[config.mk]
export PLATFORM = sky130hd
export DESIGN_NAME = epoch_seconds_to_date_time_top
export DESIGN_NICKNAME = d
export VERILOG_FILES = /design/src/ep2dt_pkg.sv /design/src/epoch_seconds_to_date_time_top.sv
export SDC_FILE = /design/constraint.sdc
export NUM_CORES = 2
export LEC_CHECK = 0
export ABC_AREA = 1
export BUFFER_PORTS_ARGS = -buffer_cell sky130_fd_sc_hd__buf_2
export CORE_MARGIN = 2
export CORE_UTILIZATION = 44
export CTS_BUF_LIST = sky130_fd_sc_hd__clkbuf_4
export CTS_CLUSTER_SIZE = 28
export DETAILED_ROUTE_END_ITERATION = 10
export PLACE_DENSITY = 0.61
export SLEW_MARGIN = 20
export SYNTH_ARGS = -nofsm -noshare
export SYNTH_HDL_FRONTEND = slang
export SYNTH_SLANG_ARGS = --single-unit
[constraint.sdc]
create_clock -name i_clk -period 9.3 [get_ports i_clk]
set_input_delay 1.395 -clock i_clk [delete_from_list [all_inputs] [get_ports i_clk]]
set_output_delay 1.395 -clock i_clk [all_outputs]
set_load 0.01 [all_outputs]
[src/ep2dt_pkg.sv]
// Shared types, constants and control store for the epoch seconds to date converter.
package ep2dt_pkg;

    localparam int unsigned PC_W    = 3;
    localparam int unsigned OP_W    = 3;
    localparam int unsigned DSEL_W  = 2;
    localparam int unsigned K_W     = 4;

    // Program counter values
    localparam logic [PC_W-1:0] PC_WAIT  = 3'd0;
    localparam logic [PC_W-1:0] PC_MOD   = 3'd1;
    localparam logic [PC_W-1:0] PC_DAY   = 3'd2;
    localparam logic [PC_W-1:0] PC_HOUR  = 3'd3;
    localparam logic [PC_W-1:0] PC_MIN   = 3'd4;
    localparam logic [PC_W-1:0] PC_YEAR  = 3'd5;
    localparam logic [PC_W-1:0] PC_MONTH = 3'd6;
    localparam logic [PC_W-1:0] PC_EMIT  = 3'd7;

    // Micro-operations
    localparam logic [OP_W-1:0] OP_WAIT  = 3'd0;
    localparam logic [OP_W-1:0] OP_MOD   = 3'd1;
    localparam logic [OP_W-1:0] OP_DIV   = 3'd2;
    localparam logic [OP_W-1:0] OP_YEAR  = 3'd3;
    localparam logic [OP_W-1:0] OP_MONTH = 3'd4;
    localparam logic [OP_W-1:0] OP_EMIT  = 3'd5;

    // Divisor / destination select for the shared divide step
    localparam logic [DSEL_W-1:0] DSEL_DAY  = 2'd0;
    localparam logic [DSEL_W-1:0] DSEL_HOUR = 2'd1;
    localparam logic [DSEL_W-1:0] DSEL_MIN  = 2'd2;
    localparam logic [DSEL_W-1:0] DSEL_NONE = 2'd3;

    localparam logic [16:0] SEC_PER_DAY  = 17'd86400;
    localparam logic [16:0] SEC_PER_HOUR = 17'd3600;
    localparam logic [16:0] SEC_PER_MIN  = 17'd60;

    // Reciprocals for the constant divides: quotient = (x * M) >> S, exact over each range
    localparam logic [25:0] DAY_RECIP    = 26'd50903317; // 2^35 / 675, x = seconds >> 7
    localparam logic [13:0] HOUR_RECIP   = 14'd9321;     // 2^21 / 225, x = seconds >> 4
    localparam logic [10:0] MIN_RECIP    = 11'd1093;     // 2^14 / 15, x = seconds >> 2

    localparam logic [11:0] CYCLE_YEARS  = 12'd400;
    localparam logic [11:0] CENTURY_1    = 12'd100;
    localparam logic [11:0] CENTURY_2    = 12'd200;
    localparam logic [11:0] CENTURY_3    = 12'd300;
    localparam logic [11:0] CYCLE_LAST   = 12'd399;

    localparam logic [8:0]  DAYS_LEAP    = 9'd366;
    localparam logic [8:0]  DAYS_COMMON  = 9'd365;
    localparam logic [4:0]  FEB_LEAP     = 5'd29;
    localparam logic [3:0]  MONTH_FEB    = 4'd1;
    localparam logic [3:0]  MONTH_DEC    = 4'd11;
    localparam logic [11:0] BASE_YEAR_RST = 12'd2000;

    typedef struct packed {
        logic [OP_W-1:0]   op;
        logic [DSEL_W-1:0] dsel;
        logic [K_W-1:0]    k_top;
        logic [PC_W-1:0]   nxt;
    } t_uword;

    // Control store: one word per step
    function automatic t_uword f_prog(input logic [PC_W-1:0] pc);
        t_uword w;
        unique case (pc)
            PC_WAIT:  w = '{op: OP_WAIT,  dsel: DSEL_NONE, k_top: 4'd0,  nxt: PC_MOD};
            PC_MOD:   w = '{op: OP_MOD,   dsel: DSEL_NONE, k_top: 4'd0,  nxt: PC_DAY};
            PC_DAY:   w = '{op: OP_DIV,   dsel: DSEL_DAY,  k_top: 4'd1,  nxt: PC_HOUR};
            PC_HOUR:  w = '{op: OP_DIV,   dsel: DSEL_HOUR, k_top: 4'd1,  nxt: PC_MIN};
            PC_MIN:   w = '{op: OP_DIV,   dsel: DSEL_MIN,  k_top: 4'd1,  nxt: PC_YEAR};
            PC_YEAR:  w = '{op: OP_YEAR,  dsel: DSEL_NONE, k_top: 4'd0,  nxt: PC_MONTH};
            PC_MONTH: w = '{op: OP_MONTH, dsel: DSEL_NONE, k_top: 4'd0,  nxt: PC_EMIT};
            PC_EMIT:  w = '{op: OP_EMIT,  dsel: DSEL_NONE, k_top: 4'd0,  nxt: PC_WAIT};
        endcase
        return w;
    endfunction

    function automatic logic [16:0] f_divisor(input logic [DSEL_W-1:0] dsel);
        logic [16:0] d;
        unique case (dsel)
            DSEL_DAY:  d = SEC_PER_DAY;
            DSEL_HOUR: d = SEC_PER_HOUR;
            DSEL_MIN:  d = SEC_PER_MIN;
            DSEL_NONE: d = SEC_PER_MIN;
        endcase
        return d;
    endfunction

    // Month lengths for a common year, January is index zero
    function automatic logic [4:0] f_month_len(input logic [3:0] m);
        logic [4:0] len;
        unique case (m)
            4'd1:                    len = 5'd28;
            4'd3, 4'd5, 4'd8, 4'd10: len = 5'd30;
            default:                 len = 5'd31;
        endcase
        return len;
    endfunction

endpackage

[src/epoch_seconds_to_date_time_top.sv]
// Top level: microcoded converter from epoch seconds to calendar date and time.
//
// Input channel i_valid / o_ready carries i_total_seconds, seconds since
// midnight January 1 of the base year. Output channel o_valid / i_ready
// carries second, minute, hour, day of month, month and year offset.
// Configuration channel i_cfg_valid / o_cfg_ready writes the 12-bit base
// year; it is always ready and is meant to be written while idle.
// One item is worked at a time by a small control store that steps a
// shared divide step (reciprocal multiply, then remainder), a year loop
// and a month loop.
// The year loop, one year per cycle, dominates the time from accept to
// o_valid. o_ready rises again in the cycle after the result moves to the
// output register.
// A finished result sits in an output register; a stalled receiver stalls
// the sequencer only when a second result is ready to be written there.
// Reset (synchronous, active low) empties the output, returns the
// sequencer to waiting and sets the base year to 2000.
module epoch_seconds_to_date_time_top
    import ep2dt_pkg::*;
(
    input  logic        i_clk,
    input  logic        i_rst_n,
    input  logic        i_valid,
    output logic        o_ready,
    input  logic [31:0] i_total_seconds,
    output logic        o_valid,
    input  logic        i_ready,
    output logic [5:0]  o_second_of_minute,
    output logic [5:0]  o_minute_of_hour,
    output logic [4:0]  o_hour_of_day,
    output logic [4:0]  o_day_of_month,
    output logic [3:0]  o_month_of_year,
    output logic [7:0]  o_year_offset,
    input  logic        i_cfg_valid,
    output logic        o_cfg_ready,
    input  logic [11:0] i_cfg_data
);

    logic [PC_W-1:0] r_pc, n_pc;
    logic [K_W-1:0]  r_k, n_k;
    logic [31:0]     r_rem, n_rem;
    logic [15:0]     r_q, n_q;
    logic [15:0]     r_days, n_days;
    logic [4:0]      r_hour, n_hour;
    logic [5:0]      r_min, n_min;
    logic [11:0]     r_y400, n_y400;
    logic [7:0]      r_yoff, n_yoff;
    logic [3:0]      r_month, n_month;
    logic [11:0]     r_base_year;
    logic            r_out_valid, n_out_valid;
    logic [5:0]      r_o_sec, r_o_min;
    logic [4:0]      r_o_hour, r_o_day;
    logic [3:0]      r_o_month;
    logic [7:0]      r_o_yoff;
    logic            load_out;

    t_uword          w_word, w_nxt_word;
    logic [50:0]     day_prod;
    logic [26:0]     hour_prod;
    logic [20:0]     min_prod;
    logic [15:0]     recip_q;
    logic [32:0]     q_times_d;
    logic            leap;
    logic [8:0]      ylen;
    logic [4:0]      mlen;
    logic            advance;

    assign w_word     = f_prog(r_pc);
    assign w_nxt_word = f_prog(w_word.nxt);

    // Each divisor is a power of two times an odd part; drop the power first
    assign day_prod   = r_rem[31:7] * DAY_RECIP;
    assign hour_prod  = r_rem[16:4] * HOUR_RECIP;
    assign min_prod   = r_rem[11:2] * MIN_RECIP;
    assign q_times_d  = r_q * f_divisor(w_word.dsel);

    always_comb begin
        unique case (w_word.dsel)
            DSEL_DAY:  recip_q = day_prod[50:35];
            DSEL_HOUR: recip_q = {10'd0, hour_prod[26:21]};
            DSEL_MIN:  recip_q = {9'd0, min_prod[20:14]};
            DSEL_NONE: recip_q = 16'd0;
        endcase
    end

    // 400 is a multiple of 4, so the low bits of the cycle position give year mod 4
    assign leap = (r_y400[1:0] == 2'b00) && (r_y400 != CENTURY_1)
                  && (r_y400 != CENTURY_2) && (r_y400 != CENTURY_3);
    assign ylen = leap ? DAYS_LEAP : DAYS_COMMON;
    assign mlen = (leap && (r_month == MONTH_FEB)) ? FEB_LEAP : f_month_len(r_month);

    assign o_ready     = (w_word.op == OP_WAIT);
    assign o_cfg_ready = 1'b1;

    always_comb begin
        n_pc        = r_pc;
        n_k         = r_k;
        n_rem       = r_rem;
        n_q         = r_q;
        n_days      = r_days;
        n_hour      = r_hour;
        n_min       = r_min;
        n_y400      = r_y400;
        n_yoff      = r_yoff;
        n_month     = r_month;
        n_out_valid = r_out_valid && !i_ready;
        load_out    = 1'b0;
        advance     = 1'b0;
        unique case (w_word.op)
            OP_WAIT: begin
                if (i_valid) begin
                    n_rem   = i_total_seconds;
                    n_y400  = r_base_year;
                    n_yoff  = 8'd0;
                    n_month = 4'd0;
                    n_q     = 16'd0;
                    advance = 1'b1;
                end
            end
            OP_MOD: begin
                // reduce the base year to its place in the 400-year cycle
                if (r_y400 >= CYCLE_YEARS) begin
                    n_y400 = r_y400 - CYCLE_YEARS;
                end else begin
                    advance = 1'b1;
                end
            end
            OP_DIV: begin
                if (r_k != '0) begin
                    // quotient step: reciprocal multiply
                    n_q = recip_q;
                    n_k = r_k - 4'd1;
                end else begin
                    // remainder step, and store the quotient
                    n_rem   = r_rem - q_times_d[31:0];
                    n_q     = 16'd0;
                    advance = 1'b1;
                    unique case (w_word.dsel)
                        DSEL_DAY:  n_days = r_q;
                        DSEL_HOUR: n_hour = r_q[4:0];
                        DSEL_MIN:  n_min  = r_q[5:0];
                        DSEL_NONE: n_q    = 16'd0;
                    endcase
                end
            end
            OP_YEAR: begin
                if (r_days >= {7'd0, ylen}) begin
                    n_days = r_days - {7'd0, ylen};
                    n_yoff = r_yoff + 8'd1;
                    n_y400 = (r_y400 == CYCLE_LAST) ? 12'd0 : r_y400 + 12'd1;
                end else begin
                    advance = 1'b1;
                end
            end
            OP_MONTH: begin
                if ((r_month != MONTH_DEC) && (r_days >= {11'd0, mlen})) begin
                    n_days  = r_days - {11'd0, mlen};
                    n_month = r_month + 4'd1;
                end else begin
                    advance = 1'b1;
                end
            end
            OP_EMIT: begin
                // hold until the output register is free
                if (!r_out_valid || i_ready) begin
                    load_out    = 1'b1;
                    n_out_valid = 1'b1;
                    advance     = 1'b1;
                end
            end
            default: begin
                advance = 1'b1;
            end
        endcase
        if (advance) begin
            n_pc = w_word.nxt;
            n_k  = w_nxt_word.k_top;
        end
    end

    always_ff @(posedge i_clk) begin
        if (!i_rst_n) begin
            r_pc        <= PC_WAIT;
            r_k         <= '0;
            r_out_valid <= 1'b0;
            r_base_year <= BASE_YEAR_RST;
        end else begin
            r_pc        <= n_pc;
            r_k         <= n_k;
            r_out_valid <= n_out_valid;
            if (i_cfg_valid) begin
                r_base_year <= i_cfg_data;
            end
        end
    end

    always_ff @(posedge i_clk) begin
        r_rem   <= n_rem;
        r_q     <= n_q;
        r_days  <= n_days;
        r_hour  <= n_hour;
        r_min   <= n_min;
        r_y400  <= n_y400;
        r_yoff  <= n_yoff;
        r_month <= n_month;
        if (load_out) begin
            r_o_sec   <= r_rem[5:0];
            r_o_min   <= r_min;
            r_o_hour  <= r_hour;
            r_o_day   <= r_days[4:0] + 5'd1;
            r_o_month <= r_month + 4'd1;
            r_o_yoff  <= r_yoff;
        end
    end

    assign o_valid            = r_out_valid;
    assign o_second_of_minute = r_o_sec;
    assign o_minute_of_hour   = r_o_min;
    assign o_hour_of_day      = r_o_hour;
    assign o_day_of_month     = r_o_day;
    assign o_month_of_year    = r_o_month;
    assign o_year_offset      = r_o_yoff;

    // Divide steps leave only the seconds of the minute behind
    a_rem_after_div: assert property (@(posedge i_clk) disable iff (!i_rst_n)
        (r_pc == PC_YEAR) |-> (r_rem < 32'd60))
        else $error("remainder not reduced below one minute");

    // Cycle position stays reduced once the year loop runs
    a_cycle_reduced: assert property (@(posedge i_clk) disable iff (!i_rst_n)
        (r_pc == PC_YEAR || r_pc == PC_MONTH) |-> (r_y400 < CYCLE_YEARS))
        else $error("year cycle position out of range");

    // Month loop never runs past December
    a_month_range: assert property (@(posedge i_clk) disable iff (!i_rst_n)
        (r_pc == PC_MONTH || r_pc == PC_EMIT) |-> (r_month <= MONTH_DEC))
        else $error("month index out of range");

    // What remains at emit fits within one month
    a_day_range: assert property (@(posedge i_clk) disable iff (!i_rst_n)
        (r_pc == PC_EMIT) |-> (r_days < 16'd31))
        else $error("day remainder exceeds a month");

    // A result is written to the output only when the register is free
    a_no_overwrite: assert property (@(posedge i_clk) disable iff (!i_rst_n)
        (r_pc == PC_EMIT && r_out_valid && !i_ready) |=> (r_pc == PC_EMIT))
        else $error("result dropped while output stalled");

endmodule
**Word-level counts from Yosys, hierarchy flattened**

Memories as Yosys holds them, arrays and structs flattened. A register that Yosys moved wholly into a read port is not among the register bits.
Cells that the tools add are included.
W data, S select, Z words.

- Multipliers: 4
- Bitwise gates (word level): 1
- Reduce and logical (&&, ||, !) cells: 31
- Eq/ne operators: 24
- Order comparisons: 3
- Mux-type cells: 42
- Add/sub/neg operators: 9

Operators by type and width:

| kind | count |
|---|---|
| $mux W16 | 6 |
| $mux W32 | 2 |
| $pmux W16 S4 | 1 |
| $pmux W32 S2 | 1 |
| $mul A25 B26 Y51 const B | 1 |
| $pmux W17 S3 | 1 |
| $mux W12 | 4 |
| $pmux W16 S3 | 1 |
| $pmux W12 S3 | 1 |
| $mul A16 B17 Y32 | 1 |
| $pmux W16 S2 | 1 |
| $sub A32 B32 Y32 | 1 |
| $mul A13 B14 Y27 const B | 1 |
| $mul A10 B11 Y21 const B | 1 |
| $mux W4 | 5 |
| $ge A16 B5 Y1 | 1 |
| $ge A16 B9 Y1 | 1 |
| $mux W8 | 2 |
| $pmux W8 S2 | 1 |
| $sub A16 B5 Y16 | 1 |
| $sub A16 B9 Y16 | 1 |
| $reduce_and A3 Y1 | 5 |
| $add A12 B1 Y12 const B | 1 |
| $eq A12 B9 Y1 const B | 1 |
| other kinds (42) | 72 |

- Word-level logic and storage cells: 134
- Memory bits (read-only): 144
- Input bits: 49
- Flip-flop bits (word level): 153
- Output and inout port bits: 37
- Memories: 2

Memory list:

| memory | words | bits a word | read ports | clocked after Yosys merged registers in | wr ports | RTL line | text |
|---|---|---|---|---|---|---|---|
| (name not given) | 8 | 9 | 1 | 0 | 0 | ep2dt_pkg.sv:65 | `unique case (pc)` |
| (name not given) | 8 | 9 | 1 | 1 | 0 | ep2dt_pkg.sv:65 |  |

**Depth between registers and ports, before layout**

- Word-level depth: 12
- Mapped depth: 29
- Gate-level depth less buffers: 29

**Least setup slack after synthesis**

Ideal clock, no wire load.

- Kind: flip-flop to flip-flop
- Start: reg w_word[8] (netlist name)
- End: reg r_rem[31] (data pin)
- Cell stages (with the launch flop): 27
- Path buffers: 3
- Data required time: 9.046 ns
- Library setup time: 0.254 ns
- Arrival: 5.979 ns
- Path slack: 3.067 ns
- Period minus slack after synthesis: 6.233 ns
- Path through: dfxtp_1 buf_2 nor2_1 inv_1 clkbuf_1 clkbuf_1 nor2_1 fa_1 inv_1 fa_1 inv_1 fa_1 fa_1 inv_1 fa_1 inv_1 fa_1 inv_1 ha_1 a21oi_1 o21ai_0 a21oi_1 nor2_1 nor3_1 nand3_1 nand3_1 nand2_1

- Longest elaborated chain between the ends: 7
- Elaborated cells on any way between the ends: 10
- Classes of those cells: add/sub: 1; mul: 1; eq/ne: 3; mux: 3; reduce/logical: 2

RTL lines:

| item | RTL line | text |
|---|---|---|
| $eq A2 B2 Y1 | ep2dt_pkg.sv:80 | `unique case (dsel)` |
| $reduce_or A2 Y1 (no line) | n/a |  |
| $pmux W17 S3 * | ep2dt_pkg.sv:80 |  |
| $mul A16 B17 Y32 * | epoch_seconds_to_date_time_top.sv:75 | `assign q_times_d = r_q * f_divisor(w_word.dsel);` |
| $sub A32 B32 Y32 * | epoch_seconds_to_date_time_top.sv:135 | `n_rem = r_rem - q_times_d[31:0];` |
| $mux W32 * | epoch_seconds_to_date_time_top.sv:129 | `if (r_k != '0) begin` |
| $pmux W32 S2 * | epoch_seconds_to_date_time_top.sv:109 | `unique case (w_word.op)` |
| net n_rem[31] | epoch_seconds_to_date_time_top.sv:41 | `logic [31:0] r_rem, n_rem;` |
| to (signal assigned) | epoch_seconds_to_date_time_top.sv:198 | `r_rem <= n_rem;` |
| to (decl) | epoch_seconds_to_date_time_top.sv:41 |  |

The timed path passes the listed nets; every way through them passes the cells marked *. The select of a mux whose other input is x is not followed.
A chain may end at the register's enable or synchronous reset.

**Worst setup path after layout**

- Start: reg w_word[8] (netlist name)
- End: reg r_rem[27] (data pin)

- Longest elaborated chain between the ends: 7
- Elaborated cells on any way between the ends: 10
- Classes of those cells: add/sub: 1; mul: 1; eq/ne: 3; mux: 3; reduce/logical: 2

RTL lines:

| item | RTL line |
|---|---|
| $eq A2 B2 Y1 | ep2dt_pkg.sv:80 |
| $reduce_or A2 Y1 (no line) | n/a |
| $pmux W17 S3 * | ep2dt_pkg.sv:80 |
| $mul A16 B17 Y32 * | epoch_seconds_to_date_time_top.sv:75 |
| $sub A32 B32 Y32 * | epoch_seconds_to_date_time_top.sv:135 |
| $mux W32 * | epoch_seconds_to_date_time_top.sv:129 |
| $pmux W32 S2 * | epoch_seconds_to_date_time_top.sv:109 |
| net n_rem[27] | epoch_seconds_to_date_time_top.sv:41 |

Marks and branches as above.

==> key figures <==
Status
  • Status: complete, no violations

Detailed routing
  • Vias per inst: roughly 5.0
  • Residual DRC: 0
  • Initial detailed-routing violation count: 1419
  • Via count: between 20k and 25k
  • Final ANT Viol Nets: 0
  • Wire per inst: roughly 18 um
  • DRT Wirelength: approximately 84000 um
  • DR pass1 iterations: 5

Global routing
  • GRT Max-Usage Layer: met2
  • Tot GR Track Use: between 20% and 30%
  • M3 GR Usage: around 2.5%
  • Number of global-route vias before repair: 24.2k
  • First-pass GRT wire length: between 100000 and 150000 um
  • Largest net degree at the start of global routing: 52
  • Initial antenna violation count: 2
  • Routing usage on met1: about a third
  • Grt total ovfl: 0
  • M2 GR Usage: a little over two fifths

Clocking
  • Hold Buf Count CTS: 0
  • Worst skew pair latency: 670 ps
  • CTS Buffer Depth: 2
  • CTS Buf Count: 17
  • CTS resizes: 0
  • CTS clk-pin slew, worst paths: approximately 180 ps
  • Clk sink count: roughly 160
  • H-tree levels: 4
  • # Post-CTS Setup Buffers: 0
  • CTS tree: yes
  • Root Buffer: clkbuf_4

Die
  • Num ports: 86
  • DIE AREA: just over 70000 um^2
  • Die height: 267 um
  • Core Rows: 96
  • Core ar.: just under 70000 um^2
  • Die Width: 267 um
  • Initial core utilization: 44.4%

STA
  • Minimum clock period: between 7000 and 8000 ps
  • Finish-stage setup viols: 0
  • Worst Tran Pin Value: between 900 and 1000 ps
  • Hold Vio Cnt, Final: 0
  • Clock Skew: around 44 ps
  • Setup TNS: 0 ps
  • RSZ-0062 raised after global routing: no
  • Final slew viol count: 0
  • Tcrit/Tclk final: 76.6%
  • Max Freq: between 100 and 150 MHz
  • Worst slew margin relative to its limit: between 30% and 40%

Critical path
  • CP Class: reg -> reg
  • Critical path arrival: roughly 7600 ps
  • Startpoint types: flip-flop
  • Critical Path End Type: flip-flop
  • Max FO, Critical Path: 19
  • CP required: between 9000 and 10000 ps

Synth
  • Dominant cells by area after synthesis: fa_1 25%, ha_1 23%, edfxtp_1 13%, inv_1 12%, nand2_1 8.5%
  • Syn avg cell area: around 8 um^2
  • Most numerous cell in the Yosys netlist: inv_1
  • Post-synth ARST share: 0%
  • Post-synth design cell area: 30400 um^2
  • Post-synthesis register bit count: 161
  • Number of flops mapped to enable cells by yosys: 133
  • Ys flop type: edfxtp_1
  • Seq/Total Area, Yosys: ~15%
  • Yosys synthesis warning count: 0
  • Post-synth top area share: between 20% and 30%
  • Unique masters post-synth: 48
  • Syn Inst Count: 3721
  • Post-synth top cells: 993 x inv_1, 688 x nand2_1, 561 x ha_1, 383 x fa_1, 282 x nor2_1
  • Largest area contributor in the netlist: fa_1
  • Post-synth net total: 4714

Final layout
  • Layout Area Growth over Synthesis: 6.24%
  • Layout Nets: 4808
  • Layout cell share with drive strength beyond 1: a little under 5%

Job
  • MaxCap Viol Count: 0

Place
  • Buffers on Ports: 84
  • Detail Placement HPWL: slightly above 70000 um
  • GP Congestion: 0.963

Min path
  • Worst hold path class: reg -> reg
[final cells by class]
type                            instances  area, um^2
Inverter                             1002        3760
Antenna cell                            1        2.50
Multi-Input combinational cell       2529       22000
Fill cell                            6888       36300
Clock inverter                         14         150
Timing Repair Buffer                  104         571
Sequential cell                       161        4550
Tap cell                              931        1160
Clock buffer                           18         135
[flip-flops by register name (all words and copies together), names as in the netlist, 6 cells and up]
signal              cells
r_days                 16
o_minute_of_hour        6
r_q                    16
w_word                  8
r_base_year            12
o_year_offset           8
o_second_of_minute      6
r_yoff                  8
r_y400                 12
r_min                   6
r_rem                  32
[worst max-delay path, cell delays in order, from the launching register on]
cell and delay [ps]:
dfxtp_1 570, nor2_1 570, inv_1 450, nor2_1 380, fa_1 500, fa_1 520
inv_1 50, fa_1 480, inv_1 60, fa_1 500, fa_1 530, fa_1 590
inv_1 50, ha_1 380, a21oi_1 250, o21ai_0 210, a21oi_1 320, nor2_1 80
nor2_1 160, nand3_1 100, nand3_1 110, nand2_1 60
[final timing paths]
check,end,start,slack [ps],cells past startpoint
worst max register to register,r_rem[27],w_word[8],2180,21
worst min register to register,o_hour_of_day[2],r_hour[2],430,0
worst max-delay path,r_rem[27],w_word[8],2180,21
worst min-delay path,o_hour_of_day[2],r_hour[2],430,0
[metal layers]
| layer | wire length [um] | share of wire, % |
|---|---|---|
| met5 | 13 | 0.015 |
| met4 | 2250 | 2.7 |
| met3 | 4270 | 5.1 |
| met2 | 39900 | 47 |
| met1 | 37600 | 45 |
[cell usage in the layout, fill, tap and decap left out, drive strengths merged, types with 13 or more instances in the layout]
cell type	synthesis	routed
dfxtp	28	28
nor3	41	41
nand4	39	39
buf	10	104
nand3b	15	15
nor2	295	295
clkbuf	19	18
inv	1002	1009
xor2	21	21
ha	561	561
nand2	707	707
edfxtp	133	133
fa	383	383
a21oi	123	123
xnor2	21	21
nand3	135	135
o21ai	106	106
o21bai	13	13
[logic make-up after synthesis]
| group | after synthesis | share of synthesized area [%] |
|---|---|---|
| flip-flops | 161 | 15.0 |
| XOR/XNOR | 42 | 1.21 |
| AND/OR/NAND/NOR | 1243 | 17.2 |
| adder cells (fa/ha/maj) | 944 | 48.3 |
| buffers and inverters | 1031 | 12.8 |
| AO/OA/AOI/OAI | 299 | 5.55 |
| other | 1 | 0.0123 |
[through the flow]
step	instances	hold slack [ps]	utilization, %	instance area, um^2	setup slack, ps
3_5_place_dp	4727	407	46.7	32000	2290
6_report	4760	435	47.1	32300	2180
5_1_grt	4760	443	47.1	32300	1690
3_3_place_gp	4727	401	46.7	32000	2400
4_1_cts	4759	438	47.1	32300	2240
2_1_floorplan	3721	400	-	30400	3070
Power is not shown: default switching activity piles up to over one toggle a cycle in this logic, so the estimate is an artifact.
